==> src/hw/rtl/dsma_pkg.sv <==
// Shared types, constants and helpers for the dual SMA crossover core.
package dsma_pkg;

    localparam int MAX_WINDOW = 64;
    localparam int WIN_AW     = $clog2(MAX_WINDOW);
    localparam int PER_W      = 7;
    localparam int PRICE_W    = 32;
    localparam int BAL_W      = 48;
    localparam int SUM_W      = PRICE_W + WIN_AW;
    localparam int CNT_W      = 7;
    localparam int DIV_W      = BAL_W + PRICE_W;
    localparam int MUL_W      = DIV_W + 1;
    localparam int STEP_W     = 7;
    localparam int PROD_W     = SUM_W + PER_W;

    localparam logic [PER_W-1:0] SHORT_RST = PER_W'(5);
    localparam logic [PER_W-1:0] LONG_RST  = PER_W'(20);
    localparam logic [BAL_W-1:0] BAL_RST   = BAL_W'(655360000);
    localparam logic [BAL_W-1:0] BAL_MAX   = {BAL_W{1'b1}};

    typedef enum logic [1:0] {
        REG_SHORT = 2'd0,
        REG_LONG  = 2'd1,
        REG_BAL   = 2'd2
    } cfg_index_t;

    typedef enum logic [1:0] {
        SIG_NONE = 2'd0,
        SIG_BUY  = 2'd1,
        SIG_SELL = 2'd2
    } sig_code_t;

    typedef struct packed {
        logic               cmd;
        logic [PRICE_W-1:0] price;
    } req_t;

    typedef struct packed {
        logic [PRICE_W-1:0] short_avg;
        logic [PRICE_W-1:0] long_avg;
        logic               trading_active;
        logic               in_position;
        logic [1:0]         signal;
        logic [BAL_W-1:0]   balance;
    } rsp_t;

    typedef struct packed {
        logic              start;
        logic [DIV_W-1:0]  dividend;
        logic [PRICE_W-1:0] divisor;
        logic [STEP_W-1:0] steps;
    } div_req_t;

    typedef struct packed {
        logic             done;
        logic [DIV_W-1:0] quot;
    } div_rsp_t;

    typedef struct packed {
        logic              clear;
        logic              wr;
        logic [PRICE_W-1:0] wdata;
        logic              rd;
        logic [WIN_AW-1:0] rd_off;
    } win_ctl_t;

    // Period 0 acts as 1, anything above the window depth as the depth.
    function automatic logic [PER_W-1:0] clamp_period(input logic [PER_W-1:0] p);
        logic [PER_W-1:0] r;
        r = p;
        if (p == '0)
            r = PER_W'(1);
        else if (p > PER_W'(MAX_WINDOW))
            r = PER_W'(MAX_WINDOW);
        return r;
    endfunction

endpackage

==> src/hw/rtl/dsma_div.sv <==
// Serial restoring divider, one quotient bit per cycle.
module dsma_div (
    input  logic                clk,
    input  logic                rst_n,
    input  dsma_pkg::div_req_t  req,
    output dsma_pkg::div_rsp_t  rsp
);

    logic [dsma_pkg::DIV_W-1:0]   num_reg, num_next;
    logic [dsma_pkg::DIV_W-1:0]   quot_reg, quot_next;
    logic [dsma_pkg::PRICE_W-1:0] rem_reg, rem_next;
    logic [dsma_pkg::PRICE_W-1:0] dvs_reg, dvs_next;
    logic [dsma_pkg::STEP_W-1:0]  cnt_reg, cnt_next;
    logic                         done_reg, done_next;
    logic [dsma_pkg::PRICE_W:0]   trial;
    logic                         fits;

    always_comb
    begin
        trial     = {rem_reg, num_reg[dsma_pkg::DIV_W-1]};
        fits      = trial >= {1'b0, dvs_reg};
        num_next  = num_reg;
        quot_next = quot_reg;
        rem_next  = rem_reg;
        dvs_next  = dvs_reg;
        cnt_next  = cnt_reg;
        done_next = 1'b0;
        if (req.start)
        begin
            num_next  = req.dividend;
            quot_next = '0;
            rem_next  = '0;
            dvs_next  = req.divisor;
            cnt_next  = req.steps;
        end
        else if (cnt_reg != '0)
        begin
            num_next  = {num_reg[dsma_pkg::DIV_W-2:0], 1'b0};
            quot_next = {quot_reg[dsma_pkg::DIV_W-2:0], fits};
            rem_next  = fits ? dsma_pkg::PRICE_W'(trial - {1'b0, dvs_reg})
                             : trial[dsma_pkg::PRICE_W-1:0];
            cnt_next  = cnt_reg - 1'b1;
            done_next = (cnt_reg == dsma_pkg::STEP_W'(1));
        end
    end

    always_ff @(posedge clk or negedge rst_n)
    begin
        if (!rst_n)
        begin
            cnt_reg  <= '0;
            done_reg <= 1'b0;
        end
        else
        begin
            cnt_reg  <= cnt_next;
            done_reg <= done_next;
        end
    end

    always_ff @(posedge clk)
    begin
        num_reg  <= num_next;
        quot_reg <= quot_next;
        rem_reg  <= rem_next;
        dvs_reg  <= dvs_next;
    end

    assign rsp.done = done_reg;
    assign rsp.quot = quot_reg;

endmodule

==> src/hw/rtl/dsma_window.sv <==
// Price window memory with per-entry valid bits and write pointer.
module dsma_window (
    input  logic                          clk,
    input  logic                          rst_n,
    input  dsma_pkg::win_ctl_t            ctl,
    output logic [dsma_pkg::PRICE_W-1:0]  rd_data
);

    logic [dsma_pkg::PRICE_W-1:0]    mem [dsma_pkg::MAX_WINDOW];
    logic [dsma_pkg::MAX_WINDOW-1:0] valid_reg, valid_next;
    logic [dsma_pkg::WIN_AW-1:0]     wp_reg, wp_next;
    logic [dsma_pkg::WIN_AW-1:0]     rd_addr;
    logic [dsma_pkg::PRICE_W-1:0]    rdat_reg;
    logic                            rval_reg;

    // Newest sample sits one behind the write pointer.
    assign rd_addr = wp_reg - ctl.rd_off - 1'b1;

    always_comb
    begin
        valid_next = valid_reg;
        wp_next    = wp_reg;
        if (ctl.clear)
        begin
            valid_next = '0;
            wp_next    = '0;
        end
        else if (ctl.wr)
        begin
            valid_next[wp_reg] = 1'b1;
            wp_next            = wp_reg + 1'b1;
        end
    end

    always_ff @(posedge clk or negedge rst_n)
    begin
        if (!rst_n)
        begin
            valid_reg <= '0;
            wp_reg    <= '0;
            rval_reg  <= 1'b0;
        end
        else
        begin
            valid_reg <= valid_next;
            wp_reg    <= wp_next;
            if (ctl.rd)
                rval_reg <= valid_reg[rd_addr];
        end
    end

    always_ff @(posedge clk)
    begin
        if (ctl.wr && !ctl.clear)
            mem[wp_reg] <= ctl.wdata;
        if (ctl.rd)
            rdat_reg <= mem[rd_addr];
    end

    assign rd_data = rval_reg ? rdat_reg : '0;

endmodule

==> src/hw/rtl/dual_sma_crossover_signal_core.sv <==
// Dual SMA crossover core: window sums, serial divider, crossover and balance.
// Each request writes the window, reads max(short,long) window words, then runs two
//   average divides; compounding adds a 32-step shift-add multiply, then an 80-step divide.
// A new request is taken only once the block is back in idle, after its result is registered;
//   both 38-step average divides share the one serial divider; output stalls hold it in done.
// Reset: rst_n async low; periods 5/20, balance 10000.0, window and series cleared.
module dual_sma_crossover_signal_core (
    input  logic                  clk,
    input  logic                  rst_n,
    input  logic                  req_valid,
    output logic                  req_stall,
    input  dsma_pkg::req_t        req,
    output logic                  rsp_valid,
    input  logic                  rsp_stall,
    output dsma_pkg::rsp_t        rsp,
    input  logic                  cfg_we,
    input  logic [1:0]            cfg_index,
    input  logic [dsma_pkg::BAL_W-1:0] cfg_data
);

    typedef enum logic [10:0] {
        ST_IDLE  = 11'b00000000001,
        ST_WRITE = 11'b00000000010,
        ST_SUM   = 11'b00000000100,
        ST_DIVS  = 11'b00000001000,
        ST_DIVL  = 11'b00000010000,
        ST_PROD  = 11'b00000100000,
        ST_CMP   = 11'b00001000000,
        ST_MUL   = 11'b00010000000,
        ST_DIVB  = 11'b00100000000,
        ST_DONE  = 11'b01000000000,
        ST_SPARE = 11'b10000000000
    } state_t;

    state_t state_reg, state_next;

    // configuration
    logic [dsma_pkg::PER_W-1:0] sp_cfg_reg, lp_cfg_reg;
    logic [dsma_pkg::BAL_W-1:0] ibal_reg;

    // series state
    logic [dsma_pkg::CNT_W-1:0]   count_reg, count_next;
    logic                         hold_reg, hold_next;
    logic [dsma_pkg::PRICE_W-1:0] prev_reg, prev_next;
    logic [dsma_pkg::BAL_W-1:0]   bal_reg, bal_next;

    // per-request working registers
    logic [dsma_pkg::PRICE_W-1:0] price_reg, price_next;
    logic [dsma_pkg::CNT_W-1:0]   idx_reg, idx_next;
    logic [dsma_pkg::SUM_W-1:0]   ssum_reg, ssum_next, lsum_reg, lsum_next;
    logic [dsma_pkg::CNT_W-1:0]   i_reg, i_next, rdi_reg, rdi_next;
    logic                         rdp_reg, rdp_next;
    logic [dsma_pkg::PRICE_W-1:0] savg_reg, savg_next, lavg_reg, lavg_next;
    logic [dsma_pkg::PROD_W-1:0]  prod_reg, prod_next;
    logic [1:0]                   sig_reg, sig_next;
    logic [dsma_pkg::MUL_W-1:0]   mul_reg, mul_next;
    logic [5:0]                   mcnt_reg, mcnt_next;

    logic                         ov_reg, ov_next;
    dsma_pkg::rsp_t               out_reg, out_next;

    logic [dsma_pkg::PER_W-1:0]   sp, lp, nmax;
    logic [dsma_pkg::SUM_W-1:0]   s_cmp, l_cmp;
    logic [dsma_pkg::PROD_W-1:0]  prod_l;
    logic                         active;
    logic                         accept;
    logic [dsma_pkg::PRICE_W-1:0] win_data;
    logic [dsma_pkg::BAL_W:0]     mul_add;
    logic [dsma_pkg::MUL_W-1:0]   mul_sum;
    dsma_pkg::win_ctl_t           win_ctl;
    dsma_pkg::div_req_t           dv_req;
    dsma_pkg::div_rsp_t           dv_rsp;

    dsma_window u_window (
        .clk     (clk),
        .rst_n   (rst_n),
        .ctl     (win_ctl),
        .rd_data (win_data)
    );

    dsma_div u_div (
        .clk   (clk),
        .rst_n (rst_n),
        .req   (dv_req),
        .rsp   (dv_rsp)
    );

    assign sp     = dsma_pkg::clamp_period(sp_cfg_reg);
    assign lp     = dsma_pkg::clamp_period(lp_cfg_reg);
    assign nmax   = (sp > lp) ? sp : lp;
    // an average joins the compare only once its window has filled
    assign s_cmp  = ({1'b0, idx_reg} + 1'b1 >= {1'b0, sp}) ? ssum_reg : '0;
    assign l_cmp  = ({1'b0, idx_reg} + 1'b1 >= {1'b0, lp}) ? lsum_reg : '0;
    assign active = idx_reg >= lp;
    assign prod_l = l_cmp * sp;

    assign accept    = req_valid && !req_stall;
    assign req_stall = (state_reg != ST_IDLE);

    // shift-add multiply: balance * price, one multiplier bit a cycle
    assign mul_add = mul_reg[dsma_pkg::MUL_W-1:dsma_pkg::PRICE_W]
                   + (mul_reg[0] ? {1'b0, bal_reg} : '0);
    assign mul_sum = {1'b0, mul_add, mul_reg[dsma_pkg::PRICE_W-1:1]};

    always_comb
    begin
        state_next = state_reg;
        count_next = count_reg;
        hold_next  = hold_reg;
        prev_next  = prev_reg;
        bal_next   = bal_reg;
        price_next = price_reg;
        idx_next   = idx_reg;
        ssum_next  = ssum_reg;
        lsum_next  = lsum_reg;
        i_next     = i_reg;
        rdi_next   = rdi_reg;
        rdp_next   = 1'b0;
        savg_next  = savg_reg;
        lavg_next  = lavg_reg;
        prod_next  = prod_reg;
        sig_next   = sig_reg;
        mul_next   = mul_reg;
        mcnt_next  = mcnt_reg;
        out_next   = out_reg;
        ov_next    = ov_reg && rsp_stall;

        win_ctl        = '0;
        win_ctl.wdata  = price_reg;
        dv_req         = '0;

        case (state_reg)
            ST_IDLE:
            begin
                if (accept)
                begin
                    price_next = req.price;
                    if (req.cmd)
                    begin
                        // new series: wipe window and reload the balance
                        win_ctl.clear = 1'b1;
                        count_next    = '0;
                        hold_next     = 1'b0;
                        prev_next     = '0;
                        bal_next      = ibal_reg;
                    end
                    state_next = ST_WRITE;
                end
            end
            ST_WRITE:
            begin
                win_ctl.wr = 1'b1;
                idx_next   = count_reg;
                if (count_reg < dsma_pkg::CNT_W'(dsma_pkg::MAX_WINDOW + 1))
                    count_next = count_reg + 1'b1;
                ssum_next  = '0;
                lsum_next  = '0;
                i_next     = '0;
                sig_next   = dsma_pkg::SIG_NONE;
                state_next = ST_SUM;
            end
            ST_SUM:
            begin
                // one window word per cycle, read data lands in the cycle after the read
                if (i_reg < nmax)
                begin
                    win_ctl.rd     = 1'b1;
                    win_ctl.rd_off = i_reg[dsma_pkg::WIN_AW-1:0];
                    i_next         = i_reg + 1'b1;
                    rdp_next       = 1'b1;
                    rdi_next       = i_reg;
                end
                if (rdp_reg)
                begin
                    if (rdi_reg < sp)
                        ssum_next = ssum_reg + dsma_pkg::SUM_W'(win_data);
                    if (rdi_reg < lp)
                        lsum_next = lsum_reg + dsma_pkg::SUM_W'(win_data);
                end
                if (i_reg == nmax && !rdp_reg)
                begin
                    dv_req.start    = 1'b1;
                    dv_req.dividend = {s_cmp, (dsma_pkg::DIV_W - dsma_pkg::SUM_W)'(0)};
                    dv_req.divisor  = dsma_pkg::PRICE_W'(sp);
                    dv_req.steps    = dsma_pkg::STEP_W'(dsma_pkg::SUM_W);
                    state_next      = ST_DIVS;
                end
            end
            ST_DIVS:
            begin
                if (dv_rsp.done)
                begin
                    savg_next       = dv_rsp.quot[dsma_pkg::PRICE_W-1:0];
                    dv_req.start    = 1'b1;
                    dv_req.dividend = {l_cmp, (dsma_pkg::DIV_W - dsma_pkg::SUM_W)'(0)};
                    dv_req.divisor  = dsma_pkg::PRICE_W'(lp);
                    dv_req.steps    = dsma_pkg::STEP_W'(dsma_pkg::SUM_W);
                    state_next      = ST_DIVL;
                end
            end
            ST_DIVL:
            begin
                if (dv_rsp.done)
                begin
                    lavg_next  = dv_rsp.quot[dsma_pkg::PRICE_W-1:0];
                    state_next = ST_PROD;
                end
            end
            ST_PROD:
            begin
                prod_next  = s_cmp * lp;
                state_next = ST_CMP;
            end
            ST_CMP:
            begin
                // exact crossover: s/sp vs l/lp as s*lp vs l*sp
                state_next = ST_DONE;
                if (active)
                begin
                    if (prod_reg > prod_l && !hold_reg)
                    begin
                        hold_next = 1'b1;
                        sig_next  = dsma_pkg::SIG_BUY;
                    end
                    else if (prod_reg < prod_l && hold_reg)
                    begin
                        hold_next = 1'b0;
                        sig_next  = dsma_pkg::SIG_SELL;
                    end
                    if ((hold_next) && prev_reg != '0)
                    begin
                        mul_next   = {(dsma_pkg::MUL_W - dsma_pkg::PRICE_W)'(0), price_reg};
                        mcnt_next  = '0;
                        state_next = ST_MUL;
                    end
                end
            end
            ST_MUL:
            begin
                mul_next  = mul_sum;
                mcnt_next = mcnt_reg + 1'b1;
                if (mcnt_reg == 6'(dsma_pkg::PRICE_W - 1))
                begin
                    dv_req.start    = 1'b1;
                    dv_req.dividend = mul_sum[dsma_pkg::DIV_W-1:0];
                    dv_req.divisor  = prev_reg;
                    dv_req.steps    = dsma_pkg::STEP_W'(dsma_pkg::DIV_W);
                    state_next      = ST_DIVB;
                end
            end
            ST_DIVB:
            begin
                if (dv_rsp.done)
                begin
                    bal_next = (dv_rsp.quot[dsma_pkg::DIV_W-1:dsma_pkg::BAL_W] != '0)
                             ? dsma_pkg::BAL_MAX
                             : dv_rsp.quot[dsma_pkg::BAL_W-1:0];
                    state_next = ST_DONE;
                end
            end
            ST_DONE:
            begin
                prev_next = price_reg;
                if (!ov_reg || !rsp_stall)
                begin
                    out_next.short_avg      = savg_reg;
                    out_next.long_avg       = lavg_reg;
                    out_next.trading_active = active;
                    out_next.in_position    = hold_reg;
                    out_next.signal         = sig_reg;
                    out_next.balance        = bal_reg;
                    ov_next                 = 1'b1;
                    state_next              = ST_IDLE;
                end
            end
            default:
            begin
                state_next = ST_IDLE;
            end
        endcase
    end

    always_ff @(posedge clk or negedge rst_n)
    begin
        if (!rst_n)
        begin
            state_reg  <= ST_IDLE;
            sp_cfg_reg <= dsma_pkg::SHORT_RST;
            lp_cfg_reg <= dsma_pkg::LONG_RST;
            ibal_reg   <= dsma_pkg::BAL_RST;
            count_reg  <= '0;
            hold_reg   <= 1'b0;
            prev_reg   <= '0;
            bal_reg    <= dsma_pkg::BAL_RST;
            rdp_reg    <= 1'b0;
            ov_reg     <= 1'b0;
        end
        else
        begin
            state_reg <= state_next;
            count_reg <= count_next;
            hold_reg  <= hold_next;
            prev_reg  <= prev_next;
            bal_reg   <= bal_next;
            rdp_reg   <= rdp_next;
            ov_reg    <= ov_next;
            if (cfg_we)
            begin
                case (cfg_index)
                    dsma_pkg::REG_SHORT: sp_cfg_reg <= cfg_data[dsma_pkg::PER_W-1:0];
                    dsma_pkg::REG_LONG:  lp_cfg_reg <= cfg_data[dsma_pkg::PER_W-1:0];
                    dsma_pkg::REG_BAL:   ibal_reg   <= cfg_data;
                    default:             ;
                endcase
            end
        end
    end

    always_ff @(posedge clk)
    begin
        price_reg <= price_next;
        idx_reg   <= idx_next;
        ssum_reg  <= ssum_next;
        lsum_reg  <= lsum_next;
        i_reg     <= i_next;
        rdi_reg   <= rdi_next;
        savg_reg  <= savg_next;
        lavg_reg  <= lavg_next;
        prod_reg  <= prod_next;
        sig_reg   <= sig_next;
        mul_reg   <= mul_next;
        mcnt_reg  <= mcnt_next;
        out_reg   <= out_next;
    end

    assign rsp_valid = ov_reg;
    assign rsp       = out_reg;

    // a buy always leaves the block holding and trading
    a_buy_holds: assert property (@(posedge clk) disable iff (!rst_n)
        rsp_valid && rsp.signal == dsma_pkg::SIG_BUY |-> rsp.in_position && rsp.trading_active)
        else $error("buy without position");

    // a sell always leaves the block flat
    a_sell_flat: assert property (@(posedge clk) disable iff (!rst_n)
        rsp_valid && rsp.signal == dsma_pkg::SIG_SELL |-> !rsp.in_position)
        else $error("sell while holding");

    // no signal before trading starts
    a_quiet: assert property (@(posedge clk) disable iff (!rst_n)
        rsp_valid && !rsp.trading_active |-> rsp.signal == dsma_pkg::SIG_NONE)
        else $error("signal while inactive");

    // compounding never divides by a zero previous price
    a_div_nz: assert property (@(posedge clk) disable iff (!rst_n)
        state_reg == ST_DIVB |-> prev_reg != '0)
        else $error("zero divisor");

endmodule

==> config.mk <==
export PLATFORM = sky130hd
export DESIGN_NAME = dual_sma_crossover_signal_core
export DESIGN_NICKNAME = d
export VERILOG_FILES = /design/src/hw/rtl/dsma_pkg.sv /design/src/hw/rtl/dsma_div.sv /design/src/hw/rtl/dsma_window.sv /design/src/hw/rtl/dual_sma_crossover_signal_core.sv
export SDC_FILE = /design/constraint.sdc
export NUM_CORES = 2
export LEC_CHECK = 0
export ABC_AREA = 1
export BUFFER_PORTS_ARGS = -buffer_cell sky130_fd_sc_hd__buf_2
export CAP_MARGIN = 20
export CELL_PAD_IN_SITES_DETAIL_PLACEMENT = 1
export CELL_PAD_IN_SITES_GLOBAL_PLACEMENT = 1
export CORE_MARGIN = 1
export CORE_UTILIZATION = 35
export CTS_CLUSTER_DIAMETER = 30
export DETAILED_ROUTE_END_ITERATION = 7
export PLACE_DENSITY = 0.59
export SLEW_MARGIN = 20
export SYNTH_ARGS = -nofsm -noshare
export SYNTH_HDL_FRONTEND = slang
export SYNTH_SLANG_ARGS = --single-unit
==> constraint.sdc <==
create_clock -name clk -period 10.4 [get_ports clk]
set_input_delay 0.52 -clock clk [delete_from_list [all_inputs] [get_ports clk]]
set_output_delay 0.52 -clock clk [all_outputs]
set_load 0.05 [all_outputs]
# Word level (Yosys, flattened, before mapping)
# Memories as Yosys holds them, arrays and structs flattened. A register that Yosys moved wholly into a read port is not among the register bits.
# Index checks and enable logic that the tools add are counted.
op_classes:
  add_sub_neg: 12
  mul: 2
  n_lt_le_gt_ge: 16
  n_eq_ne: 32
  n_mux: 88
  bitwise_logic: 1
  reduce_logical: 48
ops:
  columns: ["cell", "n"]
  rows:
  - ["2-to-1 mux 120 bit", 3]
  - ["case mux 120 bit (3 select lines)", 1]
  - ["2-to-1 mux 48 bit", 5]
  - ["2-to-1 mux 38 bit", 6]
  - ["2-to-1 mux 81 bit", 2]
  - ["case mux 81 bit (2 select lines)", 1]
  - ["2-to-1 mux 80 bit", 2]
  - ["case mux 38 bit (2 select lines)", 2]
  - ["2-to-1 mux 32 bit", 4]
  - ["2-to-1 mux 64 bit", 2]
  - ["case mux 11 bit (10 select lines)", 1]
  - ["case mux 48 bit (2 select lines)", 1]
  - ["2-to-1 mux 7 bit", 13]
  - ["multiplier 38 x 7 -> 45 bit", 2]
  - ["2-to-1 mux 11 bit", 7]
  - ["adder 38 x 32 -> 38 bit", 2]
  - ["bitwise OR 64 bit", 1]
  - ["case mux 32 bit (2 select lines)", 1]
  - ["nonzero test 32 bit", 2]
  - ["adder 49 x 48 -> 49 bit", 1]
  - ["greater-than comparator 45 bit", 1]
  - ["less-than comparator 45 bit", 1]
  - ["greater-or-equal comparator 33 x 32 -> 1 bit", 1]
  - ["subtractor 32 bit", 1]
  - ["54 further kinds", 136]
totals:
  register_bits: 909
  ram_bits: 2048
  inputBits: 88
  elab_cells: 237
  n_memories: 1
memory_table:
  columns: ["memory", "depth", "width", "read_ports", "rd_clocked_by_memory_dff", "write_ports", "line", "source"]
  rows:
  - ["u_window.mem", 64, 32, 1, 1, 1, "dsma_window.sv:9", "logic [dsma_pkg::PRICE_W-1:0] mem [dsma_pkg::MAX_WINDOW];"]

# Depth between registers and ports, before layout
depth:
  depth_word: 16
  ltp_mapped: 50
  depth_no_buf: 48

# By module
# From an unflattened synthesis, not the netlist that was laid out.
unflattened:
  hier_cells: 14845
  hier_area_um2: 149389.5
by_module_without_submodules:
  columns: ["mod", "n_inst", "cells_per_inst", "area_each_um2"]
  rows:
  - ["dsma_window", 1, 6964, 85896.1]
  - ["dual_sma_crossover_signal_core", 1, 6399, 52027.4]
  - ["dsma_div", 1, 1482, 11466.0]

# Worst setup path before layout
# OpenSTA, ideal clock, no wires.
synth_path:
  path_type: "reg2reg"
  start: "register lp_cfg_reg[2] in the netlist's numbering"
  end: "register mcnt_reg[0], enable pin"
  arrival_time_ps: 9074
  setup_slack_ps: 875
  path_stages_with_launch: 40
  path_buffers: 2
  cell_sequence: "dfstp_2 inv_1 nor2_1 inv_1 ha_1 nand2_1 nor3b_1 nand4_1 nand3_2 buf_2 buf_2 nand2_1 nor2_1 fa_1 fa_1 fa_1 inv_1 fa_1 [... 4 more ...] o21ai_0 nand3_1 nand2_1 nand3_1 nand2_1 nand2_1 nand2_1 ha_1 nand2_1 nor2_1 and2_1 nand2_1 nor2_1 nand2_1 nand3_1 nand3_1 nand2_1 o21a_1"
synth_via:
  elab_chain_cells: 15
  elab_cells_between_ends: 20
synth_lines:
  columns: ["element", "line", "source"]
  rows:
  - ["start: declaration", "dual_sma_crossover_signal_core.sv:38", "logic [dsma_pkg::PER_W-1:0] sp_cfg_reg, lp_cfg_reg;"]
  - ["start signal: assignment", "dual_sma_crossover_signal_core.sv:289", "lp_cfg_reg <= dsma_pkg::LONG_RST;"]
  - ["start signal: assignment", "dual_sma_crossover_signal_core.sv:311", "dsma_pkg::REG_LONG: lp_cfg_reg <= cfg_data[dsma_pkg::PER_W-1:0];"]
  - ["greater-than comparator 7 bit", "dsma_pkg.sv:73", "else if (p > PER_W'(MAX_WINDOW))"]
  - ["2-to-1 mux 7 bit", "dsma_pkg.sv:73", null]
  - ["2-to-1 mux 7 bit (*)", "dsma_pkg.sv:71", "if (p == '0)"]
  - ["greater-or-equal comparator 8 x 7 -> 1 bit", "dual_sma_crossover_signal_core.sv:93", "assign l_cmp = ({1'b0, idx_reg} + 1'b1 >= {1'b0, lp}) ? lsum_reg : '0;"]
  - ["2-to-1 mux 38 bit", "dual_sma_crossover_signal_core.sv:93", null]
  - ["multiplier 38 x 7 -> 45 bit", "dual_sma_crossover_signal_core.sv:95", "assign prod_l = l_cmp * sp;"]
  - ["less-than comparator 45 bit", "dual_sma_crossover_signal_core.sv:225", "else if (prod_reg < prod_l && hold_reg)"]
  - ["logical AND 1 bit", "dual_sma_crossover_signal_core.sv:225", null]
  - ["2-to-1 mux 1 bit", "dual_sma_crossover_signal_core.sv:225", null]
  - ["2-to-1 mux 1 bit", "dual_sma_crossover_signal_core.sv:220", "if (prod_reg > prod_l && !hold_reg)"]
  - ["2-to-1 mux 1 bit", "dual_sma_crossover_signal_core.sv:218", "if (active)"]
  - ["2-to-1 mux 1 bit", "dual_sma_crossover_signal_core.sv:132", "case (state_reg)"]
  - ["logical AND 1 bit", "dual_sma_crossover_signal_core.sv:230", "if ((hold_next) && prev_reg != '0)"]
  - ["inequality test 2 bit (no line)", null, null]
  - ["AND reduction 3 bit (no line) (*)", null, null]
  - ["end signal: assignment", "dual_sma_crossover_signal_core.sv:332", "mcnt_reg <= mcnt_next;"]
  - ["end: declaration", "dual_sma_crossover_signal_core.sv:57", "logic [5:0] mcnt_reg, mcnt_next;"]
# Mark *: on every way between the ends. The rest lies on a longest branch, timed or not. The select of a mux whose other input is x is not followed.
# A chain may end at the register's enable or synchronous reset.

# Final worst setup path
layout_path:
  start: "register lp_cfg_reg[2] in the netlist's numbering"
  end: "register mul_reg[12] in the netlist's numbering, enable pin"
layout_via:
  elab_chain_cells: 15
  elab_cells_between_ends: 20
layout_lines:
  columns: ["element", "line", "source"]
  rows:
  - ["greater-than comparator 7 bit", "dsma_pkg.sv:73", null]
  - ["2-to-1 mux 7 bit", "dsma_pkg.sv:73", null]
  - ["2-to-1 mux 7 bit (*)", "dsma_pkg.sv:71", null]
  - ["greater-or-equal comparator 8 x 7 -> 1 bit", "dual_sma_crossover_signal_core.sv:93", null]
  - ["2-to-1 mux 38 bit", "dual_sma_crossover_signal_core.sv:93", null]
  - ["multiplier 38 x 7 -> 45 bit", "dual_sma_crossover_signal_core.sv:95", null]
  - ["less-than comparator 45 bit", "dual_sma_crossover_signal_core.sv:225", null]
  - ["logical AND 1 bit", "dual_sma_crossover_signal_core.sv:225", null]
  - ["2-to-1 mux 1 bit", "dual_sma_crossover_signal_core.sv:225", null]
  - ["2-to-1 mux 1 bit", "dual_sma_crossover_signal_core.sv:220", null]
  - ["2-to-1 mux 1 bit", "dual_sma_crossover_signal_core.sv:218", null]
  - ["2-to-1 mux 1 bit", "dual_sma_crossover_signal_core.sv:132", null]
  - ["logical AND 1 bit", "dual_sma_crossover_signal_core.sv:230", null]
  - ["inequality test 2 bit (no line)", null, null]
  - ["AND reduction 3 bit (no line) (*)", null, null]
  - ["end signal: assignment", "dual_sma_crossover_signal_core.sv:331", "mul_reg <= mul_next;"]
  - ["end: declaration", "dual_sma_crossover_signal_core.sv:56", "logic [dsma_pkg::MUL_W-1:0] mul_reg, mul_next;"]
# Marked as above.

==> results.md <==
- Core box area: 0.420 mm^2
- Initial Utilization: 0.352
- Worst-Skew Late Latency: 1.06 ns
- PortBufs: 205
- Combinational share of power: 0.396
- Worst Path Arrival: 10.32 ns
- Worst slew pin tran: 1.13 ns
- Yosys warnings: 0
- Outcome: finished, final reports clean
- Top Layer Used: met5
- Cells after Synth: 14400
- Final Hold Vio Count: 0
- Remaining global-route overflow: 0
- Pin count of the biggest net entering global routing: 159
- Largest reg by FF count: u_window.mem
- CTS tree: yes
- DP Worst Slack: 0.669 ns
- Part of the power in registers: 0.247
- Max-slew headroom: 0.244
- Clock Skews: 0.0951 ns
- Post-synth EDFFs: 2634
- Mapped Area: 0.148 mm^2
- Worst Hold Class: in -> async
- Adder-cell share of the synthesized area: 0.0808
- Multi-input logic area: 0.0531 mm^2
- Worst Setup End Kind: flip-flop
- Die width: 652 um
- Nets: 15800
- Total GRT Usage: 0.254
- Yosys cell types: 59
- Post-DP HPWL: 361000 um
- Root buffer cell: clkbuf_16
- Mux share of post-synthesis cell area: 0.00305
- Reg area: 0.0874 mm^2
- Sw Ratio: 0.418
- Pwr/cell area: 341 mW/mm^2
- Met2 wire length: 270000 um
- Post-CTS sizing: 0
- Crit path top cell by count: nand2_1
- Mapped Nets: 15200
- Setup ws final: 0.727 ns
- Worst Path Max Fanout: 23
- Clock buffer depth: 4
- Peak per-stage delay on the critical path: 0.57 ns
- Psw: 25800 uW
- Tcrit/Tclk final: 0.930
- Final core occ: 0.431
- Pint: 35900 uW
- Via density: 5.30
- Maximum vdd drop: 0.000276 V
- Sequential element share of the synthesized area: 0.591
- Max FFs per register: 2048
- Global-route wire length before repair: 802000 um
- Antenna Nets Post-Route: 0
- Primary FF master, synth: edfxtp_1
- Max Slew Vio Count: 0
- Synth Area in Compound Gates: 0.110
- R2R cell count: 40
- Synth async-reset ratio: 0.0807
- Syn_area_per_cell: 10.3 um^2
- FILL cells: 46000
- Placer Congestion: 0.910
- XOR/XNOR Fraction of Synth Area: 0.00705
- Site row count: 238
- Layout cell share with drive strength beyond 1: 0.122
- WL/cell: 26.0 um
- Die area: 0.425 mm^2
- Max_cap viols: 0
- # setup viols final: 0
- Via count: 112000
- Reg clk slew, reported paths: 0.05 ns
- Met1 WL: 229000 um
- Area growth syn-to-layout: 22.6%
- Peak Freq: 103 MHz
- CTS Buf Count: 704
- Clock sink count: 2987
- DIE HEIGHT: 652 um
- Slowest CP cell: nand3_2
- Drt total wl: 552000 um
- DRT iter0 DRCs: 8808
- Fin crit period: 9.67 ns
- Seq cells post-synth: 2987
- Post-CTS Setup Bufs: 0
- Setup TNS: 0 ns
- Initial antenna violation count: 31
- Simple logic cell fraction of the synthesized area: 0.154
- Lkg Pwr: 0.0700 uW
- CP Class: reg -> reg
- H-tree depth: 6
- I/O Pins: 206
- Pre-Repair DR Iteration Count: 5
- DR DRC count: 0
- Vias in the first global route: 117000
- Required time of the critical path: 11.05 ns
- Startpoint type of the worst setup path: flip-flop
- Main combinational cell family by area after synthesis: simple AND/OR/NAND/NOR gates
- Clk pwr share: 0.356
- Metal3 WL: 26800 um
- Unrepaired setup endpoints after global routing: no
path summary, 6_finish.rpt:
check	endpoint	start	slack, ns
worst min register to register	rsp[80]	lavg_reg[28]	0.41
worst max register to register	mul_reg[12]	lp_cfg_reg[2]	0.73
min in group clk	u_window.wp_reg[0]	req[32]	0.09
max in group asynchronous	sp_cfg_reg[5]	rst_n	8.29
worst min-delay path	prev_reg[22]	rst_n	0.08
worst max-delay path	mul_reg[12]	lp_cfg_reg[2]	0.73
repair_timing:
item	CTS	global route
hold endpoints to repair	168	0
setup endpoints to repair	0	44
hold buffers	83	0
synthesized netlist by cell type (26+ instances only):
library cell	n	area, um^2
edfxtp_1	2634	79100
nand2_1	2195	8240
nor2_1	2183	8190
o21ai_0	1530	7660
inv_1	1281	4810
nand3_1	834	4170
a21oi_1	521	2610
clkbuf_1	410	1540
ha_1	374	4680
fa_1	363	7270
o22ai_1	302	1890
buf_2	242	1210
dfrtp_1	226	5660
o211ai_1	151	1130
o221ai_1	135	1180
dfxtp_1	112	2240
nand4_1	93	582
o21ai_1	73	365
or2_2	67	419
nor3_1	66	330
xor2_1	64	561
xnor2_1	55	482
buf_1	51	191
mux2_2	40	450
o21bai_1	35	263
a32o_1	31	310
a21o_1	29	218
o21a_1	29	218
nor4_1	28	175
nand3b_1	26	195
kinds of logic (layout without fill, tap and decap cells):
logic type | count (synthesis) | count (layout)
compound gates | 2889 | 2889
xor+xnor | 119 | 119
fa+ha+maj | 737 | 737
buf+inv | 2039 | 3229
flops | 2987 | 2987
mux | 40 | 40
other cells | 0 | 16
simple gates | 5547 | 5549
metrics by stage:
stage	std cells	hold slack (ns)	cell area, um^2	total power [uW]
3_3_place_gp	19800	0.403	157000	39600
2_1_floorplan	14400	0.224	148000	28900
5_1_grt	21200	0.0973	181000	64600
4_1_cts	21200	0.0268	181000	62200
6_report	21200	0.0790	181000	61800
3_5_place_dp	19800	0.406	157000	39800
layer usage:
metal / vias up / GRT usage
met4: 4 / 0.112
met2: 3120 / 0.439
li1: 51200 / -
met3: 882 / 0.0323
met5: - / 0
met1: 57300 / 0.318
layout by cell type (no fill, tap or decap), types with 151 or more instances in the layout:
master        n
edfxtp_1   2634
nand2_1    2186
nor2_1     2116
o21ai_0    1528
inv_1      1277
nand3_1     831
clkbuf_16   719
a21oi_1     520
ha_1        373
fa_1        362
o22ai_1     302
buf_4       295
dfrtp_1     225
buf_2       204
o211ai_1    151
area by class of cell:
cell class,instances,share of cell area
repair buffers,627,0.0273
multi-input cells,9334,0.293
diodes,16,0.000221
clock inverters,452,0.0287
well taps,5640,0.0389
inverters,1302,0.0271
clock buffers,848,0.103
flip-flops and latches,2987,0.482
power by group through the flow:
stage          Clock, uW  Combinational [uW]  Sequential (uW)
2_1_floorplan          0               13500            15300
3_3_place_gp           0               24200            15500
3_5_place_dp           0               24400            15500
4_1_cts            22300               24600            15300
5_1_grt            22900               26400            15300
6_report           22000               24500            15300
critical path: cells and delay by family (launching register included):
family                   cells  cell delay, ns
flip-flops                   1            0.55
AO/OA/AOI/OAI                3            0.97
AND/OR/NAND/NOR             23            4.03
buffers and inverters        6            0.66
XOR/XNOR                     1            0.15
adder cells (fa/ha/maj)      7            2.96
Power figures use the tool's default switching activity.
